$ cat src/hdl/spi_master_shift_controller_core_assert.svh
// assertion macros for the spi master shift controller core
// expects clk_i and rst_ni in the scope where a macro is used
`ifndef SPI_MASTER_SHIFT_CONTROLLER_CORE_ASSERT_SVH
`define SPI_MASTER_SHIFT_CONTROLLER_CORE_ASSERT_SVH

// property holds in the same cycle
`define SPIMSC_ASSERT(lbl, prop, msg) \
  lbl: assert property (@(posedge clk_i) disable iff (!rst_ni) (prop)) else $error(msg);

// consequent holds in the cycle after the antecedent
`define SPIMSC_ASSERT_NEXT(lbl, ante, cons, msg) \
  lbl: assert property (@(posedge clk_i) disable iff (!rst_ni) (ante) |=> (cons)) \
    else $error(msg);

`endif

$ cat src/hdl/spimsc_pkg.sv
// shared constants, types and helpers of the spi master shift controller
// no dependencies
package spimsc_pkg;

  // sizes
  localparam int unsigned SHIFT_BITS = 128;
  localparam int unsigned SEL_COUNT  = 8;
  localparam int unsigned DIV_BITS   = 16;
  localparam int unsigned PTR_W      = $clog2(SHIFT_BITS);
  localparam int unsigned CNT_W      = $clog2(SHIFT_BITS + 1);
  localparam int unsigned WORD_W     = 32;
  localparam int unsigned WORD_SEL_W = 2;
  localparam int unsigned WORD_COUNT = 4;
  localparam int unsigned EXT_BITS   = WORD_W * WORD_COUNT;
  localparam int unsigned LEN_W      = 7;
  localparam int unsigned FULL_W     = 8;
  localparam int unsigned ADDR_W     = 5;

  localparam logic [FULL_W-1:0]   MAX_LEN   = FULL_W'(128);
  localparam logic [DIV_BITS-1:0] DIV_RESET = DIV_BITS'(32'h0000ffff);
  localparam logic [WORD_W-1:0]   DIV_MASK  = 32'h0000ffff;

  // bus operations
  localparam logic [1:0] OP_TICK  = 2'd0;
  localparam logic [1:0] OP_READ  = 2'd1;
  localparam logic [1:0] OP_WRITE = 2'd2;

  // register map of the item side
  localparam logic [2:0] REG_DATA0 = 3'd0;
  localparam logic [2:0] REG_DATA1 = 3'd1;
  localparam logic [2:0] REG_DATA2 = 3'd2;
  localparam logic [2:0] REG_DATA3 = 3'd3;
  localparam logic [2:0] REG_CTRL  = 3'd4;
  localparam logic [2:0] REG_SEL   = 3'd5;

  // configuration register map
  localparam logic [2:0] CFG_DIV   = 3'd0;
  localparam logic [2:0] CFG_LSB   = 3'd1;
  localparam logic [2:0] CFG_TXNEG = 3'd2;
  localparam logic [2:0] CFG_RXNEG = 3'd3;
  localparam logic [2:0] CFG_IE    = 3'd4;
  localparam logic [2:0] CFG_ASS   = 3'd5;

  // control register bits
  localparam int unsigned CR_GO       = 8;
  localparam int unsigned CR_BUSY     = 8;
  localparam int unsigned CR_RXFALL   = 9;
  localparam int unsigned CR_TXFALL   = 10;
  localparam int unsigned CR_LSBFIRST = 11;
  localparam int unsigned CR_IRQEN    = 12;
  localparam int unsigned CR_AUTOSEL  = 13;

  // requests from the sequencer to the data register
  typedef struct packed {
    logic                  word_we;
    logic [WORD_SEL_W-1:0] word_sel;
    logic [WORD_W-1:0]     word_data;
    logic                  bit_we;
    logic [PTR_W-1:0]      bit_pos;
    logic                  bit_val;
    logic [PTR_W-1:0]      tx_pos;
  } shift_ctrl_t;

  // zero means the full 128 bits, clamped to the register size
  function automatic logic [CNT_W-1:0] eff_length(input logic [LEN_W-1:0] len);
    logic [FULL_W-1:0] full;
    full = (len == '0) ? MAX_LEN : FULL_W'(len);
    if (full > FULL_W'(SHIFT_BITS)) full = FULL_W'(SHIFT_BITS);
    return CNT_W'(full);
  endfunction

endpackage

$ cat src/hdl/spimsc_shift.sv
// data register of the spi master, word access from the bus side
// and single received bits from the serial side; uses spimsc_pkg
module spimsc_shift (
  input  logic                       clk_i,
  input  logic                       rst_ni,
  input  spimsc_pkg::shift_ctrl_t    ctrl_i,
  output logic [spimsc_pkg::WORD_W-1:0] word_o,
  output logic                       tx_bit_o
);
  import spimsc_pkg::*;

  logic [SHIFT_BITS-1:0] data_q, data_d;
  logic [EXT_BITS-1:0]   data_ext;
  logic [EXT_BITS-1:0]   wr_ext;

  // word view, bits beyond the register read as zero
  always_comb begin
    data_ext                 = '0;
    data_ext[SHIFT_BITS-1:0] = data_q;
    word_o                   = data_ext[ctrl_i.word_sel * WORD_W +: WORD_W];
    tx_bit_o                 = data_q[ctrl_i.tx_pos];
  end

  // word write from the bus or one received bit in place
  always_comb begin
    data_d = data_q;
    wr_ext = data_ext;
    if (ctrl_i.word_we) begin
      wr_ext[ctrl_i.word_sel * WORD_W +: WORD_W] = ctrl_i.word_data;
      data_d = wr_ext[SHIFT_BITS-1:0];
    end else if (ctrl_i.bit_we) begin
      data_d[ctrl_i.bit_pos] = ctrl_i.bit_val;
    end
  end

  always_ff @(posedge clk_i or negedge rst_ni) begin
    if (!rst_ni) begin
      data_q <= '0;
    end else begin
      data_q <= data_d;
    end
  end

endmodule

$ cat src/hdl/spi_master_shift_controller_core.sv
// SPI master with a 128-bit data register behind a small register file. Each
// input transfer is one system tick or one register access; its result (read
// data and the status lines after the step) appears in the output register
// on the next clock, and a new item is taken in every cycle unless that
// output register is full and stalled, so the sustained rate is one item per
// clock. The serial side moves the data bits through a bit pointer into the
// data register; SCLK toggles every clock_divider+1 ticks. Configuration sits
// behind an APB-style port.
// depends on spimsc_pkg, spimsc_shift and the assertion macro header
`include "spi_master_shift_controller_core_assert.svh"

module spi_master_shift_controller_core (
  input  logic                           clk_i,
  input  logic                           rst_ni,
  // item channel
  input  logic                           in_valid_i,
  output logic                           in_stall_o,
  input  logic [1:0]                     op_i,
  input  logic [2:0]                     reg_index_i,
  input  logic [31:0]                    write_value_i,
  input  logic                           miso_i,
  // result channel
  output logic                           out_valid_o,
  input  logic                           out_stall_i,
  output logic [31:0]                    read_value_o,
  output logic                           busy_res_o,
  output logic                           irq_o,
  output logic                           sclk_o,
  output logic                           mosi_o,
  output logic [7:0]                     select_out_o,
  // configuration port
  input  logic                           psel,
  input  logic                           penable,
  input  logic                           pwrite,
  input  logic [spimsc_pkg::ADDR_W-1:0]  paddr,
  input  logic [31:0]                    pwdata,
  output logic [31:0]                    prdata,
  output logic                           pready
);
  import spimsc_pkg::*;

  // configuration registers
  logic [DIV_BITS-1:0] cfg_div_q;
  logic cfg_lsb_q, cfg_txneg_q, cfg_rxneg_q, cfg_ie_q, cfg_ass_q;
  logic cfg_wr;

  // controller state
  logic [CNT_W-1:0]     bits_left_q, bits_left_d;
  logic [LEN_W-1:0]     char_len_q, char_len_d;
  logic [DIV_BITS-1:0]  tick_q, tick_d;
  logic                 sclk_q, sclk_d;
  logic                 busy_q, busy_d;
  logic                 irq_q, irq_d;
  logic                 mosi_q, mosi_d;
  logic [SEL_COUNT-1:0] sel_q, sel_d;

  // output register
  logic        out_valid_q;
  logic [31:0] rd_q;
  logic        busy_res_q, irq_res_q, sclk_res_q, mosi_res_q;
  logic [7:0]  sel_res_q;

  // step logic
  logic              in_acc;
  logic [CNT_W-1:0]  eff_len, k_idx, go_len;
  logic [PTR_W-1:0]  pos_k, pos_k1, go_pos;
  logic              tick_hit, go;
  logic [WORD_W-1:0] rd_val, ctrl_rd, word_rd;
  logic              tx_bit;
  shift_ctrl_t       sctl;

  assign pready = 1'b1;
  assign cfg_wr = psel & penable & pwrite & pready;

  // configuration writes
  always_ff @(posedge clk_i or negedge rst_ni) begin
    if (!rst_ni) begin
      cfg_div_q   <= DIV_RESET;
      cfg_lsb_q   <= 1'b0;
      cfg_txneg_q <= 1'b0;
      cfg_rxneg_q <= 1'b0;
      cfg_ie_q    <= 1'b0;
      cfg_ass_q   <= 1'b0;
    end else if (cfg_wr) begin
      unique case (paddr[4:2])
        CFG_DIV:   cfg_div_q   <= DIV_BITS'(pwdata & DIV_MASK);
        CFG_LSB:   cfg_lsb_q   <= pwdata[0];
        CFG_TXNEG: cfg_txneg_q <= pwdata[0];
        CFG_RXNEG: cfg_rxneg_q <= pwdata[0];
        CFG_IE:    cfg_ie_q    <= pwdata[0];
        CFG_ASS:   cfg_ass_q   <= pwdata[0];
        default: ;
      endcase
    end
  end

  // configuration read back
  always_comb begin
    unique case (paddr[4:2])
      CFG_DIV:   prdata = 32'(cfg_div_q);
      CFG_LSB:   prdata = 32'(cfg_lsb_q);
      CFG_TXNEG: prdata = 32'(cfg_txneg_q);
      CFG_RXNEG: prdata = 32'(cfg_rxneg_q);
      CFG_IE:    prdata = 32'(cfg_ie_q);
      CFG_ASS:   prdata = 32'(cfg_ass_q);
      default:   prdata = '0;
    endcase
  end

  // handshake: one output stage
  assign in_stall_o  = out_valid_q & out_stall_i;
  assign in_acc      = in_valid_i & ~in_stall_o;

  // bit positions of the current and the next serial bit
  always_comb begin
    eff_len = eff_length(char_len_q);
    k_idx   = eff_len - bits_left_q;
    pos_k   = cfg_lsb_q ? PTR_W'(k_idx) : PTR_W'(eff_len - k_idx - CNT_W'(1));
    pos_k1  = cfg_lsb_q ? PTR_W'(k_idx + CNT_W'(1)) : PTR_W'(eff_len - k_idx - CNT_W'(2));
    go_len  = eff_length(write_value_i[LEN_W-1:0]);
    go_pos  = cfg_lsb_q ? '0 : PTR_W'(go_len - CNT_W'(1));
  end

  assign tick_hit = busy_q && (tick_q >= cfg_div_q);
  assign go = (reg_index_i == REG_CTRL) && !busy_q && write_value_i[CR_GO];

  // control register image
  always_comb begin
    ctrl_rd              = '0;
    ctrl_rd[LEN_W-1:0]   = char_len_q;
    ctrl_rd[CR_BUSY]     = busy_q;
    ctrl_rd[CR_RXFALL]   = cfg_rxneg_q;
    ctrl_rd[CR_TXFALL]   = cfg_txneg_q;
    ctrl_rd[CR_LSBFIRST] = cfg_lsb_q;
    ctrl_rd[CR_IRQEN]    = cfg_ie_q;
    ctrl_rd[CR_AUTOSEL]  = cfg_ass_q;
  end

  // data register access requests
  always_comb begin
    sctl.word_we   = 1'b0;
    sctl.word_sel  = reg_index_i[WORD_SEL_W-1:0];
    sctl.word_data = write_value_i;
    sctl.bit_we    = 1'b0;
    sctl.bit_pos   = pos_k;
    sctl.bit_val   = miso_i;
    if (op_i == OP_WRITE && go) begin
      sctl.tx_pos = go_pos;
    end else if (sclk_q) begin
      sctl.tx_pos = pos_k1;
    end else begin
      sctl.tx_pos = pos_k;
    end
    if (in_acc && op_i == OP_WRITE && reg_index_i < REG_CTRL && !busy_q) begin
      sctl.word_we = 1'b1;
    end
    if (in_acc && op_i == OP_TICK && tick_hit) begin
      sctl.bit_we = sclk_q ? cfg_rxneg_q : !cfg_rxneg_q;
    end
  end

  spimsc_shift u_shift (
    .clk_i    (clk_i),
    .rst_ni   (rst_ni),
    .ctrl_i   (sctl),
    .word_o   (word_rd),
    .tx_bit_o (tx_bit)
  );

  // next state for one item
  always_comb begin
    bits_left_d = bits_left_q;
    char_len_d  = char_len_q;
    tick_d      = tick_q;
    sclk_d      = sclk_q;
    busy_d      = busy_q;
    irq_d       = irq_q;
    mosi_d      = mosi_q;
    sel_d       = sel_q;
    rd_val      = '0;
    if (in_acc) begin
      unique case (op_i)
        OP_TICK: begin
          if (!busy_q) begin
            tick_d = '0;
          end else if (tick_hit) begin
            tick_d = '0;
            if (!sclk_q) begin
              // rising edge
              sclk_d = 1'b1;
              if (!cfg_txneg_q) mosi_d = tx_bit;
            end else begin
              // falling edge, one bit done
              sclk_d = 1'b0;
              if (cfg_txneg_q && bits_left_q > CNT_W'(1)) mosi_d = tx_bit;
              bits_left_d = bits_left_q - CNT_W'(1);
              if (bits_left_q == CNT_W'(1)) begin
                busy_d = 1'b0;
                if (cfg_ie_q) irq_d = 1'b1;
              end
            end
          end else begin
            tick_d = tick_q + DIV_BITS'(1);
          end
        end
        OP_READ: begin
          irq_d = 1'b0;
          if (reg_index_i < REG_CTRL) begin
            rd_val = word_rd;
          end else if (reg_index_i == REG_CTRL) begin
            rd_val = ctrl_rd;
          end else if (reg_index_i == REG_SEL) begin
            rd_val = 32'(sel_q);
          end
        end
        OP_WRITE: begin
          irq_d = 1'b0;
          if (reg_index_i == REG_CTRL && !busy_q) begin
            char_len_d = write_value_i[LEN_W-1:0];
            if (go) begin
              busy_d      = 1'b1;
              bits_left_d = go_len;
              tick_d      = '0;
              sclk_d      = 1'b0;
              mosi_d      = tx_bit;
            end
          end else if (reg_index_i == REG_SEL) begin
            sel_d = SEL_COUNT'(write_value_i);
          end
        end
        default: ;
      endcase
    end
  end

  // controller state registers
  always_ff @(posedge clk_i or negedge rst_ni) begin
    if (!rst_ni) begin
      bits_left_q <= '0;
      char_len_q  <= '0;
      tick_q      <= '0;
      sclk_q      <= 1'b0;
      busy_q      <= 1'b0;
      irq_q       <= 1'b0;
      mosi_q      <= 1'b0;
      sel_q       <= '0;
    end else begin
      bits_left_q <= bits_left_d;
      char_len_q  <= char_len_d;
      tick_q      <= tick_d;
      sclk_q      <= sclk_d;
      busy_q      <= busy_d;
      irq_q       <= irq_d;
      mosi_q      <= mosi_d;
      sel_q       <= sel_d;
    end
  end

  // output valid
  always_ff @(posedge clk_i or negedge rst_ni) begin
    if (!rst_ni) begin
      out_valid_q <= 1'b0;
    end else if (in_acc) begin
      out_valid_q <= 1'b1;
    end else if (!out_stall_i) begin
      out_valid_q <= 1'b0;
    end
  end

  // result payload, loaded on each accepted item
  always_ff @(posedge clk_i) begin
    if (in_acc) begin
      rd_q       <= rd_val;
      busy_res_q <= busy_d;
      irq_res_q  <= irq_d;
      sclk_res_q <= sclk_d;
      mosi_res_q <= mosi_d;
      sel_res_q  <= (cfg_ass_q && !busy_d) ? '0 : 8'(sel_d);
    end
  end

  assign out_valid_o  = out_valid_q;
  assign read_value_o = rd_q;
  assign busy_res_o   = busy_res_q;
  assign irq_o        = irq_res_q;
  assign sclk_o       = sclk_res_q;
  assign mosi_o       = mosi_res_q;
  assign select_out_o = sel_res_q;

  // checks
  `SPIMSC_ASSERT(a_busy_bits, !busy_q || (bits_left_q != '0), "busy with no bits left")
  `SPIMSC_ASSERT(a_idle_quiet, busy_q || (tick_q == '0 && !sclk_q), "idle but sclk running")
  `SPIMSC_ASSERT_NEXT(a_done_on_tick, busy_q && !busy_d,
                      $past(in_acc) && $past(op_i) == OP_TICK, "ended off a tick")
  `SPIMSC_ASSERT_NEXT(a_irq_enabled, !irq_q && irq_d, $past(cfg_ie_q), "irq while disabled")

endmodule

$ cat config.mk
export PLATFORM = sky130hd
export DESIGN_NAME = spi_master_shift_controller_core
export DESIGN_NICKNAME = d
export VERILOG_FILES = /design/src/hdl/spimsc_pkg.sv /design/src/hdl/spimsc_shift.sv /design/src/hdl/spi_master_shift_controller_core.sv
export VERILOG_INCLUDE_DIRS = /design/src /design/src/hdl
export SDC_FILE = /design/constraint.sdc
export NUM_CORES = 1
export LEC_CHECK = 0
export CORE_MARGIN = 2
export CORE_UTILIZATION = 45
export DETAILED_ROUTE_END_ITERATION = 8
export DONT_BUFFER_PORTS = 1
export GPL_ROUTABILITY_DRIVEN = 0
export SYNTH_ARGS = -nofsm -noshare
export SYNTH_HDL_FRONTEND = slang
export SYNTH_HIERARCHICAL = 1
export SYNTH_SLANG_ARGS = --single-unit
$ cat constraint.sdc
create_clock -name clk_i -period 15.2 [get_ports clk_i]
set_input_delay 3.04 -clock clk_i [delete_from_list [all_inputs] [get_ports clk_i]]
set_output_delay 3.04 -clock clk_i [all_outputs]
set_load 0.03 [all_outputs]
==> metrics.cfg <==
[place]
place.detailed.hpwl_um = 33900
placed_area_mm2 = 0.0155
portBuffers = 0

[global_route]
grt_first_pass_wirelength_um = 76000
grt_usage_pct = 28.0
grt_antenna_before_repair = 2
grt_max_degree = 194
first_global_vias = 12500
grt-ovfl-total = 0

[layout]
multi_input_area_mm2 = 0.00827
final_common_cell = a21oi_1
final_cell_mix = 249 x a21oi_1, 177 x dfrtp_1, 135 x nor2_1
seq_area_mm2 = 0.00617
syn_to_final_growth_pct = 8.38
final_area_mm2 = 0.0164
drive_above_1_share_pct = 12.6
antenna_cells = 0
fillerInstances = 3139
fin_util_pct = 49.2
final_nets = 1685

[yosys]
synthArstFlopShare_pct = 81.4
synth_sequential_area_ratio_pct = 40.7
yosys_warnings = 6
avgSynthCellArea_um2 = 9.43
synth.largest_area_cell = dfrtp_1
synth_area_mm2 = 0.0151
synth_top_area_share_pct = 29.2
synth_area_leaders = dfrtp_1 29%, mux4_2 8.8%, edfxtp_1 8.7%, a21oi_1 8.3%, o21ai_0 4.0%
synth_cell_type_count = 67
synth_edf_count = 44
ys_ff_latch = 237
synth_ff_type = dfrtp_1
syn_inst = 1607

[clock_network]
cts.htree.levels = 1
cts-root-buf = clkbuf_16
post_cts_resized = 0
numCtsBuffers = 28
hold_buffers = 0
cts_tree = built
cts_sinks = 237
insertion_delay_ps = 550
path_clk_slew_ps = 60
clk_path_buf_depth = 3
post_cts_buffers = 0

[detailed_routing]
dr_wl_met2_um = 22200
drcViolationCount = 0
wl_met3_um = 5220
topRoutingLayerUsed = met5
vias_per_cell = 6.37
postRouteAntennaNets = 0
firstDrtPassIters = 9
drt_iter0_markers = 1562
wl_per_cell_um = 24.4
vias = 13000
drt-met1-wl_um = 20500
drt_wl_total_um = 49600

[worst_setup_path]
cp.required_ps = 12160
r2r_end = u_shift/data_ext[32]
critPathSlowestCell = nor3_1
crit_chain = nor3_1 > and2_1
critPathCaptureType = output pin
critical-path-top-delay-family = simple AND/OR/NAND/NOR gates
crit_path_start_kind = input pin
crit_fanout = 15
crit_type = input pin to output pin
reg2reg_depth = 21
crit_arrival_ps = 4270
rrSetupSlack_ps = 9370
timing.critical_path.buf_inv = 0
slowest_delay_ps = 790
r2r_start = char_len_q[0]

[floorplanning]
die_w_um = 187
row_count = 67
die-area_mm2 = 0.0351
ios = 161
core_mm2 = 0.0334
die_y_um = 187
initial_core_util_pct = 45.4

[timing]
fin_worst_skew_ps = 15.3
tightestPinTransition_ps = 1170
max_freq_mhz = 137
finalHoldViolations = 0
setup_viol = 0
hold_slack_ps = 494
finalCritPeriodShare_pct = 48.1
fin_setup_tns_ps = 0
maxSlewHeadroom_pct = 21.8
maxSlewViolCount = 0
rsz0062_at_grt = false
layout_min_cycle_time_ps = 7310

[hold_path]
hold_start = mosi_q
hold_end = mosi_q
holdPathStages = 1
worstHoldPathType = register to register

[run_status]
outcome = completed

[pwr]
powerDensity_mw_per_mm2 = 160
p_leak_nw = 6.98
vdd_drop_max_mv = 0.132

[run]
maxCapViolations = 0

cell families (layout without fill, tap and decap cells):
kind of cell | after synthesis | in the layout | synth area share (%)
compound gates | 559 | 559 | 21.8
fa+ha+maj | 39 | 39 | 3.32
xor+xnor | 31 | 31 | 1.79
simple gates | 439 | 439 | 14.0
other cells | 2 | 17 | 0.0496
mux | 107 | 107 | 12.8
buf+inv | 193 | 156 | 5.48
flops | 237 | 237 | 40.7
where the power goes:
| part | total, mW | switching (mW) | internal (mW) |
|---|---|---|---|
| combinational | 1.21 | 0.789 | 0.418 |
| clock | 0.650 | 0.275 | 0.376 |
| sequential | 0.771 | 0.0609 | 0.710 |
| total | 2.63 | 1.12 | 1.50 |
state kept, by name, summed over array words and instances (netlist names), 7 cells and up:
signal            count
sel_q                 8
cfg_div_q            16
select_out_o          8
tick_q               16
bits_left_q           8
read_value_o         32
char_len_q            7
u_shift/data_ext    128
metrics by stage:
| step | instances | power [mW] | setup slack [ps] |
|---|---|---|---|
| after floorplan | 1622 | 1.62 | 8090 |
| after global routing | 2033 | 2.76 | 7700 |
| after global placement | 1982 | 1.94 | 7850 |
| final | 2033 | 2.63 | 7890 |
| after detailed placement | 1982 | 1.96 | 7810 |
| after CTS | 2033 | 2.61 | 7800 |
cell usage after synthesis, types with 10 or more instances:
| cell | instances |
|---|---|
| a211oi_1 | 34 |
| a21o_1 | 54 |
| a21oi_1 | 250 |
| a221oi_1 | 18 |
| and2_1 | 37 |
| and3_1 | 14 |
| buf_2 | 16 |
| buf_4 | 19 |
| clkbuf_1 | 83 |
| dfrtp_1 | 177 |
| dfstp_2 | 16 |
| edfxtp_1 | 44 |
| ha_1 | 37 |
| inv_1 | 66 |
| mux2_2 | 17 |
| mux2i_1 | 24 |
| mux4_2 | 59 |
| nand2_1 | 123 |
| nand2b_1 | 19 |
| nand3_1 | 23 |
| nand4_1 | 10 |
| nor2_1 | 136 |
| nor3_1 | 20 |
| nor4_1 | 11 |
| o211ai_1 | 10 |
| o21a_1 | 15 |
| o21ai_0 | 122 |
| o31ai_1 | 13 |
| xnor2_1 | 22 |
worst max-delay path by stage:
stage | from | to | slack [ps] | cells past startpoint
5_1_grt | paddr[3] | prdata[13] | 7700 | 2
2_1_floorplan | paddr[2] | prdata[10] | 8090 | 4
3_3_place_gp | paddr[3] | prdata[7] | 7850 | 2
3_5_place_dp | paddr[3] | prdata[7] | 7810 | 2
6_report | paddr[3] | prdata[7] | 7890 | 2
4_1_cts | paddr[3] | prdata[7] | 7800 | 2
area by class of cell:
class | count | share of cell area [%]
multi-input combinational | 1192 | 50.4
tap | 448 | 3.41
sequential | 237 | 37.6
clock inverter | 11 | 0.343
clock buffer | 40 | 5.04
timing repair buffer | 37 | 1.69
inverter | 68 | 1.55
routing by layer:
layer / track usage (%) / up-vias
met5: 0.824 / -
met4: 8.39 / 6
met3: 6.74 / 119
met2: 43.9 / 675
met1: 38.6 / 6389
li1: - / 5764
Note: power is estimated with default switching activity, not from simulation.
